`config.mk`:
```
export PLATFORM = sky130hd
export DESIGN_NAME = sequence_n_run_segmenter_core
export DESIGN_NICKNAME = d
export VERILOG_FILES = /design/src/sv/sns_pkg.sv /design/src/sv/sns_front.sv /design/src/sv/sns_queue.sv /design/src/sv/sns_back.sv /design/src/sv/sequence_n_run_segmenter_core.sv
export SDC_FILE = /design/constraint.sdc
export NUM_CORES = 2
export LEC_CHECK = 0
export BUFFER_PORTS_ARGS = -buffer_cell sky130_fd_sc_hd__buf_4
export CAP_MARGIN = 30
export CORE_AREA = 2 2 348 350
export CTS_CLUSTER_SIZE = 25
export DETAILED_ROUTE_END_ITERATION = 8
export DIE_AREA = 0 0 350 352
export GPL_TIMING_DRIVEN = 0
export PLACE_DENSITY_LB_ADDON = 0.05
export SETUP_SLACK_MARGIN = 0.15
export SLEW_MARGIN = 20
export SYNTH_ARGS = -nofsm -noshare
export SYNTH_HDL_FRONTEND = slang
export SYNTH_SLANG_ARGS = --single-unit
```
`constraint.sdc`:
```
create_clock -name clk_i -period 44.1 [get_ports clk_i]
set_input_delay 8.82 -clock clk_i [delete_from_list [all_inputs] [get_ports clk_i]]
set_output_delay 8.82 -clock clk_i [all_outputs]
set_load 0.01 [all_outputs]
```
`src/sv/sns_pkg.sv`:
```
`default_nettype none

package sns_pkg;

  localparam int unsigned SNS_COUNT_WIDTH = 32;
  localparam int unsigned SNS_QUEUE_DEPTH = 2;

  localparam int unsigned CFG_IDX_W  = 1;
  localparam int unsigned CFG_DATA_W = 17;

  typedef enum logic [CFG_IDX_W-1:0] {
    CFG_GAP_MIN = 1'b0,
    CFG_BRK_RUN = 1'b1
  } sns_cfg_idx_e;

  localparam logic [15:0] GAP_MIN_RESET = 16'd9;
  localparam logic [16:0] BRK_RUN_RESET = 17'h1FFFF;

  localparam logic MODE_BYTE = 1'b0;
  localparam logic MODE_EOF  = 1'b1;

  localparam logic REC_CONTIG   = 1'b0;
  localparam logic REC_SCAFFOLD = 1'b1;

  localparam logic [7:0] CH_NEWLINE = 8'h0A;
  localparam logic [7:0] CH_HEADER  = 8'h3E;
  localparam logic [7:0] CH_N_UPPER = 8'h4E;
  localparam logic [7:0] CH_N_LOWER = 8'h6E;

  typedef struct packed {
    logic       mode;
    logic [7:0] char_byte;
  } sns_in_t;

  typedef struct packed {
    logic        record_kind;
    logic [31:0] contig_bases;
    logic [31:0] contig_short_n;
    logic [31:0] gap_before;
    logic [31:0] scaffold_length;
    logic [31:0] scaffold_contigs;
    logic [31:0] scaffold_contig_bases;
    logic        last_record;
  } sns_out_t;

  // One queue entry holds everything that a single byte closes.
  typedef struct packed {
    logic        emit_ct;
    logic        emit_sc;
    logic [31:0] ct_bases;
    logic [31:0] ct_short_n;
    logic [31:0] ct_gap;
    logic [31:0] sc_len;
    logic [31:0] sc_cnt;
    logic [31:0] sc_sum;
  } sns_qent_t;

endpackage

`default_nettype wire

```
`src/sv/sns_front.sv`:
```
`default_nettype none

module sns_front import sns_pkg::*; #(
  parameter int unsigned COUNT_WIDTH = SNS_COUNT_WIDTH
) (
  input  wire logic                  clk_i,
  input  wire logic                  rst_ni,
  input  wire logic                  cfg_we_i,
  input  wire logic [CFG_IDX_W-1:0]  cfg_idx_i,
  input  wire logic [CFG_DATA_W-1:0] cfg_data_i,
  input  wire logic                  in_valid_i,
  input  wire sns_in_t               in_data_i,
  input  wire logic                  q_full_i,
  output logic                       in_stall_o,
  output logic                       q_push_o,
  output sns_qent_t                  q_data_o
);

  localparam int unsigned W = COUNT_WIDTH;

  function automatic logic [W-1:0] sat_add(logic [W-1:0] a, logic [W-1:0] b, logic cin);
    logic [W+1:0] s;
    s = {2'b00, a} + {2'b00, b} + {{(W+1){1'b0}}, cin};
    return (s[W+1:W] != 2'b00) ? {W{1'b1}} : s[W-1:0];
  endfunction

  logic [15:0]  gap_min_q;
  logic [16:0]  brk_run_q;
  logic         at_line_q, at_line_d;
  logic         in_hdr_q, in_hdr_d;
  logic [W-1:0] run_q, run_d;
  logic [W-1:0] c_total_q, c_total_d;
  logic [W-1:0] c_n_q, c_n_d;
  logic [W-1:0] pend_gap_q, pend_gap_d;
  logic [W-1:0] s_total_q, s_total_d;
  logic [W-1:0] s_cnt_q, s_cnt_d;
  logic [W-1:0] s_sum_q, s_sum_d;

  logic         accept;
  logic         is_eof, is_hdr, is_nl, is_gt, is_n, is_other;
  logic         do_end_run, brk_match, brk_hit, gap_hit, short_hit;
  logic         close_sc, close_ct, kept, emit_sc;
  logic [W-1:0] bases, s_cnt_new, s_sum_new, s_total_eff;

  assign in_stall_o = q_full_i;
  assign accept     = in_valid_i && !q_full_i;

  always_ff @(posedge clk_i or negedge rst_ni) begin
    if (!rst_ni) begin
      gap_min_q <= GAP_MIN_RESET;
      brk_run_q <= BRK_RUN_RESET;
    end else if (cfg_we_i) begin
      case (sns_cfg_idx_e'(cfg_idx_i))
        CFG_GAP_MIN: gap_min_q <= cfg_data_i[15:0];
        CFG_BRK_RUN: brk_run_q <= cfg_data_i;
        default: ;
      endcase
    end
  end

  // Byte classification, in priority order.
  always_comb begin
    is_eof   = (in_data_i.mode == MODE_EOF);
    is_hdr   = !is_eof && in_hdr_q;
    is_nl    = !is_eof && !in_hdr_q && (in_data_i.char_byte == CH_NEWLINE);
    is_gt    = !is_eof && !in_hdr_q && !is_nl && at_line_q &&
               (in_data_i.char_byte == CH_HEADER);
    is_n     = !is_eof && !in_hdr_q && !is_nl && !is_gt &&
               (in_data_i.char_byte inside {CH_N_UPPER, CH_N_LOWER});
    is_other = !is_eof && !in_hdr_q && !is_nl && !is_gt && !is_n;
  end

  always_comb begin
    do_end_run = (run_q != '0) && ((is_nl && at_line_q) || is_other);
    brk_match  = !brk_run_q[16] && (run_q == W'(brk_run_q[15:0]));
    brk_hit    = do_end_run && brk_match;
    gap_hit    = do_end_run && !brk_match && (run_q >= W'(gap_min_q));
    short_hit  = do_end_run && !brk_match && !gap_hit;

    close_sc   = is_eof || is_gt || brk_hit;
    close_ct   = close_sc || gap_hit;
    kept       = close_ct && (c_total_q != c_n_q);
    bases      = c_total_q - c_n_q;
    s_cnt_new  = kept ? sat_add(s_cnt_q, '0, 1'b1) : s_cnt_q;
    s_sum_new  = kept ? sat_add(s_sum_q, bases, 1'b0) : s_sum_q;
    // A break run is taken back out of the scaffold it closes.
    if (brk_hit) begin
      s_total_eff = (run_q > s_total_q) ? '0 : s_total_q - run_q;
    end else begin
      s_total_eff = s_total_q;
    end
    emit_sc    = close_sc && (s_cnt_new != '0);
  end

  always_comb begin
    at_line_d  = at_line_q;
    in_hdr_d   = in_hdr_q;
    run_d      = run_q;
    c_total_d  = c_total_q;
    c_n_d      = c_n_q;
    pend_gap_d = pend_gap_q;
    s_total_d  = s_total_q;
    s_cnt_d    = s_cnt_q;
    s_sum_d    = s_sum_q;

    if (is_eof) begin
      at_line_d = 1'b1;
      in_hdr_d  = 1'b0;
    end else if (is_hdr) begin
      if (in_data_i.char_byte == CH_NEWLINE) begin
        at_line_d = 1'b1;
        in_hdr_d  = 1'b0;
      end
    end else if (is_nl) begin
      at_line_d = 1'b1;
    end else if (is_gt) begin
      at_line_d = 1'b0;
      in_hdr_d  = 1'b1;
    end else begin
      at_line_d = 1'b0;
    end

    if (is_n) begin
      run_d = sat_add(run_q, '0, 1'b1);
    end else if (do_end_run || close_sc) begin
      run_d = '0;
    end

    if (close_ct) begin
      c_total_d = is_other ? W'(1) : '0;
      c_n_d     = '0;
    end else begin
      c_total_d = sat_add(c_total_q, short_hit ? run_q : '0, is_other);
      if (short_hit) begin
        c_n_d = sat_add(c_n_q, run_q, 1'b0);
      end
    end

    if (close_sc) begin
      pend_gap_d = '0;
      s_total_d  = is_other ? W'(1) : '0;
      s_cnt_d    = '0;
      s_sum_d    = '0;
    end else begin
      if (gap_hit && kept) begin
        pend_gap_d = run_q;
      end
      if (is_n || is_other) begin
        s_total_d = sat_add(s_total_q, '0, 1'b1);
      end
      s_cnt_d = s_cnt_new;
      s_sum_d = s_sum_new;
    end
  end

  always_ff @(posedge clk_i or negedge rst_ni) begin
    if (!rst_ni) begin
      at_line_q  <= 1'b1;
      in_hdr_q   <= 1'b0;
      run_q      <= '0;
      c_total_q  <= '0;
      c_n_q      <= '0;
      pend_gap_q <= '0;
      s_total_q  <= '0;
      s_cnt_q    <= '0;
      s_sum_q    <= '0;
    end else if (accept) begin
      at_line_q  <= at_line_d;
      in_hdr_q   <= in_hdr_d;
      run_q      <= run_d;
      c_total_q  <= c_total_d;
      c_n_q      <= c_n_d;
      pend_gap_q <= pend_gap_d;
      s_total_q  <= s_total_d;
      s_cnt_q    <= s_cnt_d;
      s_sum_q    <= s_sum_d;
    end
  end

  always_comb begin
    q_push_o            = accept && (kept || emit_sc);
    q_data_o.emit_ct    = kept;
    q_data_o.emit_sc    = emit_sc;
    q_data_o.ct_bases   = 32'(bases);
    q_data_o.ct_short_n = 32'(c_n_q);
    q_data_o.ct_gap     = 32'(pend_gap_q);
    q_data_o.sc_len     = 32'(s_total_eff);
    q_data_o.sc_cnt     = 32'(s_cnt_new);
    q_data_o.sc_sum     = 32'(s_sum_new);
  end

endmodule

`default_nettype wire

```
`src/sv/sns_queue.sv`:
```
`default_nettype none

module sns_queue import sns_pkg::*; #(
  parameter int unsigned DEPTH = SNS_QUEUE_DEPTH
) (
  input  wire logic      clk_i,
  input  wire logic      rst_ni,
  input  wire logic      push_i,
  input  wire sns_qent_t push_data_i,
  input  wire logic      pop_i,
  output logic           full_o,
  output logic           valid_o,
  output sns_qent_t      head_o
);

  localparam int unsigned PTR_W = (DEPTH > 1) ? $clog2(DEPTH) : 1;
  localparam int unsigned CNT_W = $clog2(DEPTH + 1);

  sns_qent_t          mem_q [DEPTH];
  logic [PTR_W-1:0]   wr_q, rd_q;
  logic [CNT_W-1:0]   cnt_q, cnt_d;
  logic               do_push, do_pop;

  assign full_o  = (cnt_q == CNT_W'(DEPTH));
  assign valid_o = (cnt_q != '0);
  assign head_o  = mem_q[rd_q];
  assign do_push = push_i && !full_o;
  assign do_pop  = pop_i && valid_o;

  always_comb begin
    cnt_d = cnt_q;
    if (do_push && !do_pop) begin
      cnt_d = cnt_q + 1'b1;
    end else if (do_pop && !do_push) begin
      cnt_d = cnt_q - 1'b1;
    end
  end

  always_ff @(posedge clk_i or negedge rst_ni) begin
    if (!rst_ni) begin
      wr_q  <= '0;
      rd_q  <= '0;
      cnt_q <= '0;
    end else begin
      cnt_q <= cnt_d;
      if (do_push) begin
        wr_q <= (wr_q == PTR_W'(DEPTH - 1)) ? '0 : wr_q + 1'b1;
      end
      if (do_pop) begin
        rd_q <= (rd_q == PTR_W'(DEPTH - 1)) ? '0 : rd_q + 1'b1;
      end
    end
  end

  always_ff @(posedge clk_i) begin
    if (do_push) begin
      mem_q[wr_q] <= push_data_i;
    end
  end

endmodule

`default_nettype wire

```
`src/sv/sns_back.sv`:
```
`default_nettype none

module sns_back import sns_pkg::*; (
  input  wire logic      clk_i,
  input  wire logic      rst_ni,
  input  wire logic      q_valid_i,
  input  wire sns_qent_t q_head_i,
  output logic           q_pop_o,
  output logic           out_valid_o,
  input  wire logic      out_stall_i,
  output sns_out_t       out_data_o
);

  logic     out_valid_q;
  sns_out_t out_q;
  logic     sc_pend_q;
  sns_out_t sc_rec_q;
  logic     out_free;
  sns_out_t ct_rec, sc_rec;

  assign out_free    = !out_valid_q || !out_stall_i;
  assign q_pop_o     = out_free && !sc_pend_q && q_valid_i;
  assign out_valid_o = out_valid_q;
  assign out_data_o  = out_q;

  always_comb begin
    ct_rec                       = '0;
    ct_rec.record_kind           = REC_CONTIG;
    ct_rec.contig_bases          = q_head_i.ct_bases;
    ct_rec.contig_short_n        = q_head_i.ct_short_n;
    ct_rec.gap_before            = q_head_i.ct_gap;
    ct_rec.last_record           = !q_head_i.emit_sc;

    sc_rec                       = '0;
    sc_rec.record_kind           = REC_SCAFFOLD;
    sc_rec.scaffold_length       = q_head_i.sc_len;
    sc_rec.scaffold_contigs      = q_head_i.sc_cnt;
    sc_rec.scaffold_contig_bases = q_head_i.sc_sum;
    sc_rec.last_record           = 1'b1;
  end

  always_ff @(posedge clk_i or negedge rst_ni) begin
    if (!rst_ni) begin
      out_valid_q <= 1'b0;
      sc_pend_q   <= 1'b0;
    end else if (out_free) begin
      if (sc_pend_q) begin
        out_valid_q <= 1'b1;
        sc_pend_q   <= 1'b0;
      end else if (q_valid_i) begin
        out_valid_q <= 1'b1;
        sc_pend_q   <= q_head_i.emit_ct && q_head_i.emit_sc;
      end else begin
        out_valid_q <= 1'b0;
      end
    end
  end

  // When an entry closes both a contig and its scaffold, the contig beat goes
  // first and the scaffold beat waits here.
  always_ff @(posedge clk_i) begin
    if (out_free) begin
      if (sc_pend_q) begin
        out_q <= sc_rec_q;
      end else if (q_valid_i) begin
        out_q    <= q_head_i.emit_ct ? ct_rec : sc_rec;
        sc_rec_q <= sc_rec;
      end
    end
  end

endmodule

`default_nettype wire

```
`src/sv/sequence_n_run_segmenter_core.sv`:
```
`default_nettype none

// Splits a sequence-file byte stream into contigs and scaffolds at runs of N.
// One byte (or end-of-file beat) is accepted per clock; the byte decoder and
// its counters update in that cycle and hand any closed contig or scaffold to
// a short queue, from which the output stage sends one record beat per cycle
// while the output is not stalled. A byte that closes both a contig and a
// scaffold gives two beats and so holds the output stage for both; input
// stalls only when the queue is full, which needs such pairs back to back or
// a stalled output. A record passes through the queue and the output register
// before it appears. Counters are COUNT_WIDTH bits wide and saturate; record
// fields carry their low 32 bits. Configuration writes take effect on the next
// byte and should be made while no records are outstanding.
module sequence_n_run_segmenter_core import sns_pkg::*; #(
  parameter int unsigned COUNT_WIDTH = SNS_COUNT_WIDTH,
  parameter int unsigned QUEUE_DEPTH = SNS_QUEUE_DEPTH
) (
  input  wire logic                  clk_i,
  input  wire logic                  rst_ni,
  input  wire logic                  cfg_we_i,
  input  wire logic [CFG_IDX_W-1:0]  cfg_idx_i,
  input  wire logic [CFG_DATA_W-1:0] cfg_data_i,
  input  wire logic                  in_valid_i,
  output logic                       in_stall_o,
  input  wire sns_in_t               in_data_i,
  output logic                       out_valid_o,
  input  wire logic                  out_stall_i,
  output sns_out_t                   out_data_o
);

  logic      q_push, q_full, q_valid, q_pop;
  sns_qent_t q_push_data, q_head;

  sns_front #(
    .COUNT_WIDTH(COUNT_WIDTH)
  ) u_front (
    .clk_i      (clk_i),
    .rst_ni     (rst_ni),
    .cfg_we_i   (cfg_we_i),
    .cfg_idx_i  (cfg_idx_i),
    .cfg_data_i (cfg_data_i),
    .in_valid_i (in_valid_i),
    .in_data_i  (in_data_i),
    .q_full_i   (q_full),
    .in_stall_o (in_stall_o),
    .q_push_o   (q_push),
    .q_data_o   (q_push_data)
  );

  sns_queue #(
    .DEPTH(QUEUE_DEPTH)
  ) u_queue (
    .clk_i       (clk_i),
    .rst_ni      (rst_ni),
    .push_i      (q_push),
    .push_data_i (q_push_data),
    .pop_i       (q_pop),
    .full_o      (q_full),
    .valid_o     (q_valid),
    .head_o      (q_head)
  );

  sns_back u_back (
    .clk_i       (clk_i),
    .rst_ni      (rst_ni),
    .q_valid_i   (q_valid),
    .q_head_i    (q_head),
    .q_pop_o     (q_pop),
    .out_valid_o (out_valid_o),
    .out_stall_i (out_stall_i),
    .out_data_o  (out_data_o)
  );

endmodule

`default_nettype wire

```
## Yosys cells after proc, flatten, opt, wreduce, memory -nomap -nowiden

Memory sizes are Yosys's and may differ from the RTL's.
Index checks and enable logic that the tools add are counted.

- Bitwise logic cells: 2
- Muxes and demuxes: 45
- $add $sub $neg: 13
- Order comparisons: 2
- Equal/unequal tests: 9
- Reductions and logical operators: 78

Operators by type and width:

| cell | number |
|---|---|
| $mux 32 | 22 |
| $mux 194 | 2 |
| $add 32x1->33 const B | 3 |
| $add 32x32->33 | 3 |
| $mux 97 | 1 |
| $reduce_bool 32->1 | 2 |
| $sub 32x32->32 | 2 |
| $add 34x1->34 | 1 |
| $eq 32x16->1 | 1 |
| $ge 32x16->1 | 1 |
| $gt 32x32->1 | 1 |
| $ne 32x32->1 | 1 |
| $logic_and 1x1->1 | 28 |
| $reduce_bool 2->1 | 14 |
| $mux 1 | 18 |
| $eq 8x7->1 const B | 2 |
| $reduce_and 2->1 | 8 |
| $logic_not 1->1 | 15 |
| $eq 8x4->1 const B | 1 |
| $eq 8x6->1 const B | 1 |
| $logic_or 1x1->1 | 8 |
| $mux 2 | 2 |
| $reduce_and 4->1 | 1 |
| $ne 3x2->1 const B | 1 |
| other kinds (8) | 10 |

- Output and inout port bits: 196
- RAM bits: 388
- Flip-flop bits (word level): 555
- Memories kept: 1
- Word-level logic and storage cells: 177

Memories:

| memory | depth | bits a word | read ports | clocked after memory_dff | wr ports | RTL line | RTL |
|---|---|---|---|---|---|---|---|
| u_queue.mem_q | 2 | 194 | 1 | 0 | 1 | sns_queue.sv:19 | `sns_qent_t mem_q [DEPTH];` |

## Depth between registers and ports, before layout

- Depth in word-level cells: 28
- Depth in mapped cells: 27
- Mapped depth without buffers: 27

## Hierarchy

Synthesis repeated with hierarchy kept, for this count alone.

- Cells, all modules: 3,794
- Area, all modules: 46,814.9 sq um

By module, submodules not included:

| module | area each (sq um) | sequential area each (sq um) | instances | cells an instance |
|---|---|---|---|---|
| sns_front | 21,540.7 | 6,506.2 | 1 | 2,641 |
| sns_queue | 14,819.2 | 11,751.3 | 1 | 623 |
| sns_back | 10,455.0 | 8,758.4 | 1 | 530 |

## Worst setup path after synthesis

No wires, ideal clock.

- Path kind: input to register
- Start: input port in_data_i[3] (netlist bit)
- End: memory u_queue.mem_q[1][0] (netlist bit), enable pin
- Buffers on the path: 2
- Slack: 17,774 ps
- Library setup time: 1,034 ps
- Data arrival time: 25,292 ps
- Cell stages on the path: 11
- Path through: nor4bb_1 and2_1 clkbuf_1 a31o_2 or4_1 nand3_1 clkbuf_1 nor3_1 o311ai_0 nor4_1 a211oi_1

- Cells in the longest elaborated chain, start to end: 25
- Elaborated cells on any way between the ends: 33

RTL lines:

| element | RTL line | RTL |
|---|---|---|
| from (decl) | sequence_n_run_segmenter_core.sv:25 | `input wire sns_in_t in_data_i,` |
| $eq 8x4->1 | sns_front.sv:65 | `is_nl = !is_eof && !in_hdr_q && (in_data_i.char_byte == CH_NEWLINE);` |
| $logic_and 1x1->1 | sns_front.sv:65 |  |
| $logic_not 1->1 | sns_front.sv:66, sns_front.sv:68, sns_front.sv:70 |  |
| $logic_and 1x1->1 | sns_front.sv:66, sns_front.sv:68, sns_front.sv:70 |  |
| $logic_and 1x1->1 (2 in series) | sns_front.sv:66 | `is_gt = !is_eof && !in_hdr_q && !is_nl && at_line_q &&` |
| $logic_not 1->1 | sns_front.sv:68, sns_front.sv:70 |  |
| $logic_and 1x1->1 | sns_front.sv:68, sns_front.sv:70 |  |
| $logic_and 1x1->1 | sns_front.sv:68 | `is_n = !is_eof && !in_hdr_q && !is_nl && !is_gt &&` |
| (+8 left out) | -- |  |
| $mux 32 | sns_front.sv:84 | `s_cnt_new = kept ? sat_add(s_cnt_q, '0, 1'b1) : s_cnt_q;` |
| $reduce_bool 32->1 | sns_front.sv:92 | `emit_sc = close_sc && (s_cnt_new != '0);` |
| $logic_and 1x1->1 | sns_front.sv:92 |  |
| $logic_or 1x1->1 (*) | sns_front.sv:181 | `q_push_o = accept && (kept \|\| emit_sc);` |
| $logic_and 1x1->1 (*) | sns_front.sv:181 |  |
| $logic_and 1x1->1 (*) | sns_queue.sv:27 | `assign do_push = push_i && !full_o;` |
| $mux 1 (*) | sns_queue.sv:56 | `if (do_push) begin` |
| $mux 1 (implied by the code) (*) | sns_queue.sv:57 | `mem_q[wr_q] <= push_data_i;` |
| to (decl) | sns_queue.sv:19 |  |

Every way passes the cells marked *; elsewhere a longest branch is shown, timed or not.

## Final worst setup path

- Start: input port in_data_i[0] (netlist bit)
- End: register u_front.c_total_q[31]

- Cells in the longest elaborated chain, start to end: 23
- Elaborated cells on any way between the ends: 32

RTL lines:

| element | RTL line | RTL |
|---|---|---|
| $eq 8x4->1 | sns_front.sv:65 |  |
| $logic_and 1x1->1 | sns_front.sv:65 |  |
| $logic_not 1->1 | sns_front.sv:66, sns_front.sv:68, sns_front.sv:70 |  |
| $logic_and 1x1->1 | sns_front.sv:66, sns_front.sv:68, sns_front.sv:70 |  |
| $logic_and 1x1->1 (2 in series) | sns_front.sv:66 |  |
| $logic_not 1->1 | sns_front.sv:68, sns_front.sv:70 |  |
| $logic_and 1x1->1 | sns_front.sv:68, sns_front.sv:70 |  |
| $logic_and 1x1->1 | sns_front.sv:68 |  |
| (+6 left out) | -- |  |
| $logic_not 1->1 | sns_front.sv:78 | `short_hit = do_end_run && !brk_match && !gap_hit;` |
| $logic_and 1x1->1 | sns_front.sv:78 |  |
| $mux 32 | sns_front.sv:133 | `c_total_d = sat_add(c_total_q, short_hit ? run_q : '0, is_other);` |
| $add 32x32->33 | sns_front.sv:23 | `s = {2'b00, a} + {2'b00, b} + {{(W+1){1'b0}}, cin};` |
| $add 34x1->34 | sns_front.sv:23 |  |
| $reduce_bool 2->1 | sns_front.sv:24 | `return (s[W+1:W] != 2'b00) ? {W{1'b1}} : s[W-1:0];` |
| $mux 32 | sns_front.sv:24 |  |
| $mux 32 (*) | sns_front.sv:129 | `if (close_ct) begin` |
| to (signal assigned) | sns_front.sv:171 | `c_total_q <= c_total_d;` |
| to (decl) | sns_front.sv:32 | `logic [W-1:0] c_total_q, c_total_d;` |

Marks and branches as above.
A chain may end at the register's enable or synchronous reset.

==> results.md <==
Synth:
- The most frequently used flop master after synthesis is sky130_fd_sc_hd__edfxtp_1.
- The post-synthesis cell type count is 92.
- Synthesis produced a netlist whose cell count is between 4000 and 5000.
- The synthesized netlist occupies a cell area of between 40000 and 50000 um2.
- The post-synthesis sequential area ratio is approximately 57%.
- The yosys synthesis warning count is 0.
- The share of flip-flops with an asynchronous set or reset after synthesis is between 20% and 30%.
- The count of flip-flops with a built-in enable after synthesis is roughly 680.
- Counting flops and latches in the post-synthesis netlist gives between 900 and 1000.
- The average footprint of a synthesized cell is 11.2 um2.

Global route:
- The number of global-route vias before repair is between 30000 and 40000.
- Entering global routing, the biggest net connects a little over 90 pins.
- For this run, the total global-route usage over all layers was measured as 22.6%.
- The total global routing overflow is 0.
- The first-pass GRT wire length is 212000 um.
- The initial antenna violation count is 6.

Clocking:
- Gates resized during post-CTS repair numbered 0.
- In this run, post-CTS hold repair placed 0 buffers.
- Counting along the longest clock path gives a buffer depth of 3.
- The CTS tree is yes.
- The number of setup buffers added after CTS is 0.
- The clock transition at the registers of the reported paths is around 60 ps.
- The H-tree generated during clock tree synthesis spans 3 levels.
- At the later pin of the worst-skew pair, clock insertion delay measures 700 ps.
- Counting every sink on the clock net gives about 940.
- The number of buffers added by the clock tree synthesis step is 105.
- The tree is rooted in a sky130_fd_sc_hd__clkbuf_16.

Floorplan:
- The die is between 300 and 400 um tall.
- Once the floorplan was initialized, standard cells occupied 39.9% of the core.
- The die width is about 350 um.
- The floorplan die area is 123000 um2.
- The area of the placeable core is 119000 um2.
- In this run the count of I/O pins placed on the die edge is 228.
- The floorplan has 127 rows.

Setup path:
- The cell family with the largest share of critical-path delay is simple AND/OR/NAND/NOR gates.
- The critical path capture point type is a flop.
- The critical path arrival is ~16000 ps.
- The number of logic stages on the critical path including buffering is 21.
- In this design, the stage delay of the slowest critical-path cell is 760 ps.
- STA puts the critical path data required time at approximately 45000 ps.
- The standard cell with the maximum stage delay on the critical path is sky130_fd_sc_hd__nor4_1.
- The count of buffer and inverter cells on the critical path is 5.
- The startpoint type of the worst setup path is an input port.
- The largest driver fanout on the critical path is 10.
- The depth of the most critical reg-to-reg path is 24.
- The type of the worst setup path is in2reg.
- Walking the worst path, the cells encountered are buf_4 -> nor4bb_1 -> a21boi_0 -> nor2_1 -> inv_1 -> buf_1 -> nor3_1 -> ha_1 -> clkbuf_1 -> nand4_1 -> or4_1 -> a211oi_1 -> o21ai_0 -> a21oi_1 -> a31oi_1 -> xnor2_1 -> nor4_1 -> o2111ai_4 -> mux2i_4 -> buf_8 -> o211ai_2.

STA:
- After layout, the worst path uses between 30 and 40% of the clock period.
- The actual transition at the worst max-transition pin is roughly 1000 ps.
- The worst clock skew on the final layout is 39.0 ps.
- The smallest clock period supported by the final layout is computed as roughly 15000 ps.
- The final max-slew violation count is 0.
- The minimum setup slack in the final design is between 20000 and 30000 ps.
- The final-layout setup total negative slack is 0 ps.
- Setup violations remaining at the end of the flow were counted as 0.
- Setup repair after global routing left no endpoint under its margin.
- The highest attainable clock frequency is 0.0666 GHz.
- The total count of hold-check failures in the final report is 0.
- The worst relative slew slack is ~33%.

Routing:
- The first-iteration detailed-routing DRC count is around 2500.
- The routed layout has ~35000 vias.
- The number of vias per cell is approximately 5.5.
- The first detailed-routing pass ran for 5 iterations.
- The wire length after detailed routing is around 140000 um.
- The post-detailed-route count of antenna-violating nets is 0.
- The count of unresolved DRC violations after routing is 0.
- The average routed wire per standard cell is ~22 um.

Final layout:
- In the final design database the tool counted between 4000 and 5000 nets.
- The cell area after layout is roughly 56000 um2.
- Leaving out fill and tap cells, the most frequent cells in the layout are sky130_fd_sc_hd__edfxtp_1 (678), sky130_fd_sc_hd__nand2_1 (341), sky130_fd_sc_hd__nor2_1 (336).
- The number of antenna diodes in the final layout is 0.
- The fill cell total of the finished layout is ~11000.
- Measured on the finished design, the core utilization comes to between 40 and 50%.
- Leaving out fill and tap cells, the most frequent cell in the layout is sky130_fd_sc_hd__edfxtp_1.
- Compared with the post-synthesis result, the final layout area differs by 17.5%.
- The share of post-route cells with drive strength above 1 is 11.9%.

Power and ir drop:
- The proportion of power drawn by the clock network is a little over a fifth.
- The leakage power is between 0.02 and 0.025 uW.
- The total power of the final layout is roughly 4100 uW.
- The maximum ir drop on the vdd rail is around 0.043 mV.
- Summed over all nets, the switching power comes to 1560 uW.
- The logic gate share of total power is approximately 43%.
- In this run the power density over the cells is between 70 and 80 nW/um2.
- Cell internal power was estimated by the tool at about 2500 uW.
- The fraction of power spent switching nets is around two fifths.
- In this run, flip-flops and latches consume 35.2% of the power.

Place:
- The port buffer count is 227.
- Summed over all nets, the half-perimeter wirelength after detailed placement is roughly 110000 um.
- The congestion estimate from routability-driven global placement came to around 0.89.
- At the placement stage, the worst setup path has a slack of roughly 28000 ps.
- The area of placed instances is ~52000 um2.

Min path:
- The path class of the tightest hold or removal check is reg2reg.
- The number of cells traversed by the worst hold path is 0.

Run status:
- The flow ran to the end, and the final reports show no timing, DRC or antenna violations.

Job:
- The count of max-cap constraint violations is 0.
==> cells in the mapped netlist, types with 8 or more instances <==
cell / count / share of area, %
sky130_fd_sc_hd__edfxtp_1: 678 / 43
sky130_fd_sc_hd__nand2_1: 341 / 2.7
sky130_fd_sc_hd__nor2_1: 336 / 2.7
sky130_fd_sc_hd__inv_1: 271 / 2.1
sky130_fd_sc_hd__o21ai_0: 265 / 2.8
sky130_fd_sc_hd__dfrtp_1: 245 / 13
sky130_fd_sc_hd__a21oi_1: 235 / 2.5
sky130_fd_sc_hd__mux2i_1: 199 / 4.2
sky130_fd_sc_hd__ha_1: 182 / 4.8
sky130_fd_sc_hd__clkbuf_1: 165 / 1.3
sky130_fd_sc_hd__o31ai_1: 150 / 2.4
sky130_fd_sc_hd__nor3_1: 107 / 1.1
sky130_fd_sc_hd__xnor2_1: 100 / 1.8
sky130_fd_sc_hd__nand3_1: 94 / 0.99
sky130_fd_sc_hd__a21o_1: 78 / 1.2
sky130_fd_sc_hd__xor2_1: 66 / 1.2
sky130_fd_sc_hd__and3_1: 50 / 0.66
sky130_fd_sc_hd__a31oi_1: 39 / 0.51
sky130_fd_sc_hd__o22a_1: 36 / 0.66
sky130_fd_sc_hd__a22o_1: 35 / 0.64
sky130_fd_sc_hd__nand2b_1: 35 / 0.46
sky130_fd_sc_hd__nand4_1: 32 / 0.42
sky130_fd_sc_hd__o22ai_1: 30 / 0.39
sky130_fd_sc_hd__nor4_1: 29 / 0.38
sky130_fd_sc_hd__o21bai_1: 26 / 0.41
sky130_fd_sc_hd__o21a_1: 25 / 0.39
sky130_fd_sc_hd__a211oi_1: 24 / 0.38
sky130_fd_sc_hd__mux2_2: 24 / 0.57
sky130_fd_sc_hd__nor2b_1: 24 / 0.32
sky130_fd_sc_hd__and2_1: 21 / 0.28
sky130_fd_sc_hd__buf_1: 21 / 0.17
sky130_fd_sc_hd__dfstp_2: 20 / 1.1
sky130_fd_sc_hd__or3_1: 20 / 0.26
sky130_fd_sc_hd__and4_1: 17 / 0.31
sky130_fd_sc_hd__a22oi_1: 16 / 0.25
sky130_fd_sc_hd__or4_1: 14 / 0.22
sky130_fd_sc_hd__a311oi_1: 13 / 0.24
sky130_fd_sc_hd__a31o_2: 10 / 0.18
sky130_fd_sc_hd__or2_2: 9 / 0.12
sky130_fd_sc_hd__a21boi_0: 8 / 0.13
sky130_fd_sc_hd__o2111ai_1: 8 / 0.15
==> layout make-up <==
cell class | instances | area [um2] | share of cell area [%]
clock inverter | 59 | 614 | 1.10
sequential | 943 | 27000 | 48.3
timing repair buffer | 289 | 2660 | 4.77
buffer | 189 | 733 | 1.31
tap | 1612 | 2020 | 3.61
clock buffer | 140 | 2890 | 5.17
multi-input combinational | 2851 | 18900 | 33.9
inverter | 272 | 1030 | 1.84
==> flip-flops by register name, summed over array words and instances, names as in the netlist, 2 cells and up <==
register	count
u_queue.mem_q	388
u_back.sc_rec_q	96
u_front.s_sum_q	32
u_back.out_data_o	194
u_front.gap_min_q	16
u_front.c_n_q	32
u_front.s_cnt_q	32
u_front.brk_run_q	17
u_front.s_total_q	32
u_front.pend_gap_q	32
u_queue.cnt_q	2
u_front.run_q	32
u_front.c_total_q	32
==> final timing paths <==
path	startpoint	endpoint	slack, ps
max in group asynchronous	rst_ni	u_front.pend_gap_q[16]	35120
min in group asynchronous	rst_ni	u_front.c_total_q[25]	8060
worst max-delay path	in_data_i[0]	u_front.c_total_q[31]	29090
worst min register to register	u_front.pend_gap_q[28]	u_queue.mem_q[0][124]	460
worst max register to register	u_front.run_q[0]	u_front.c_total_q[31]	36240
worst min-delay path	u_front.pend_gap_q[28]	u_queue.mem_q[0][124]	460
==> metrics by stage <==
| stage | std cells | hold WS (ps) |
|---|---|---|
| CTS | 6353 | 455 |
| floorplan | 4255 | 442 |
| global placement | 6094 | 449 |
| finish | 6355 | 462 |
| global route | 6355 | 478 |
| detailed placement | 6154 | 453 |
==> power groups by stage <==
stage | clock (uW) | combinational [uW] | sequential, uW
detailed placement | 0 | 1750 | 1450
finish | 891 | 1750 | 1430
global placement | 0 | 1680 | 1560
global route | 950 | 1920 | 1460
floorplan | 0 | 1060 | 1530
CTS | 912 | 1760 | 1430
==> routing by layer <==
metal	up-vias	part of all wire (%)	wire (um)	global-route usage (%)
met5	-	0	0	0
met4	0	1.8	2570	4.83
li1	16600	-	-	-
met1	17200	48	67100	33.0
met3	148	4.7	6620	3.06
met2	789	46	64000	35.7
==> cells by family (layout without fill, tap and decap cells) <==
kind of cell	Yosys count	count (layout)	share of synthesized area, %
compound gates	1092	1092	15.1
xor+xnor	166	166	3.06
fa+ha+maj	187	187	5.00
buf+inv	461	949	3.68
flops	943	943	56.8
mux	225	225	4.85
other cells	1	16	0.00788
simple gates	1165	1165	11.6
Power figures use the tool's default switching activity.
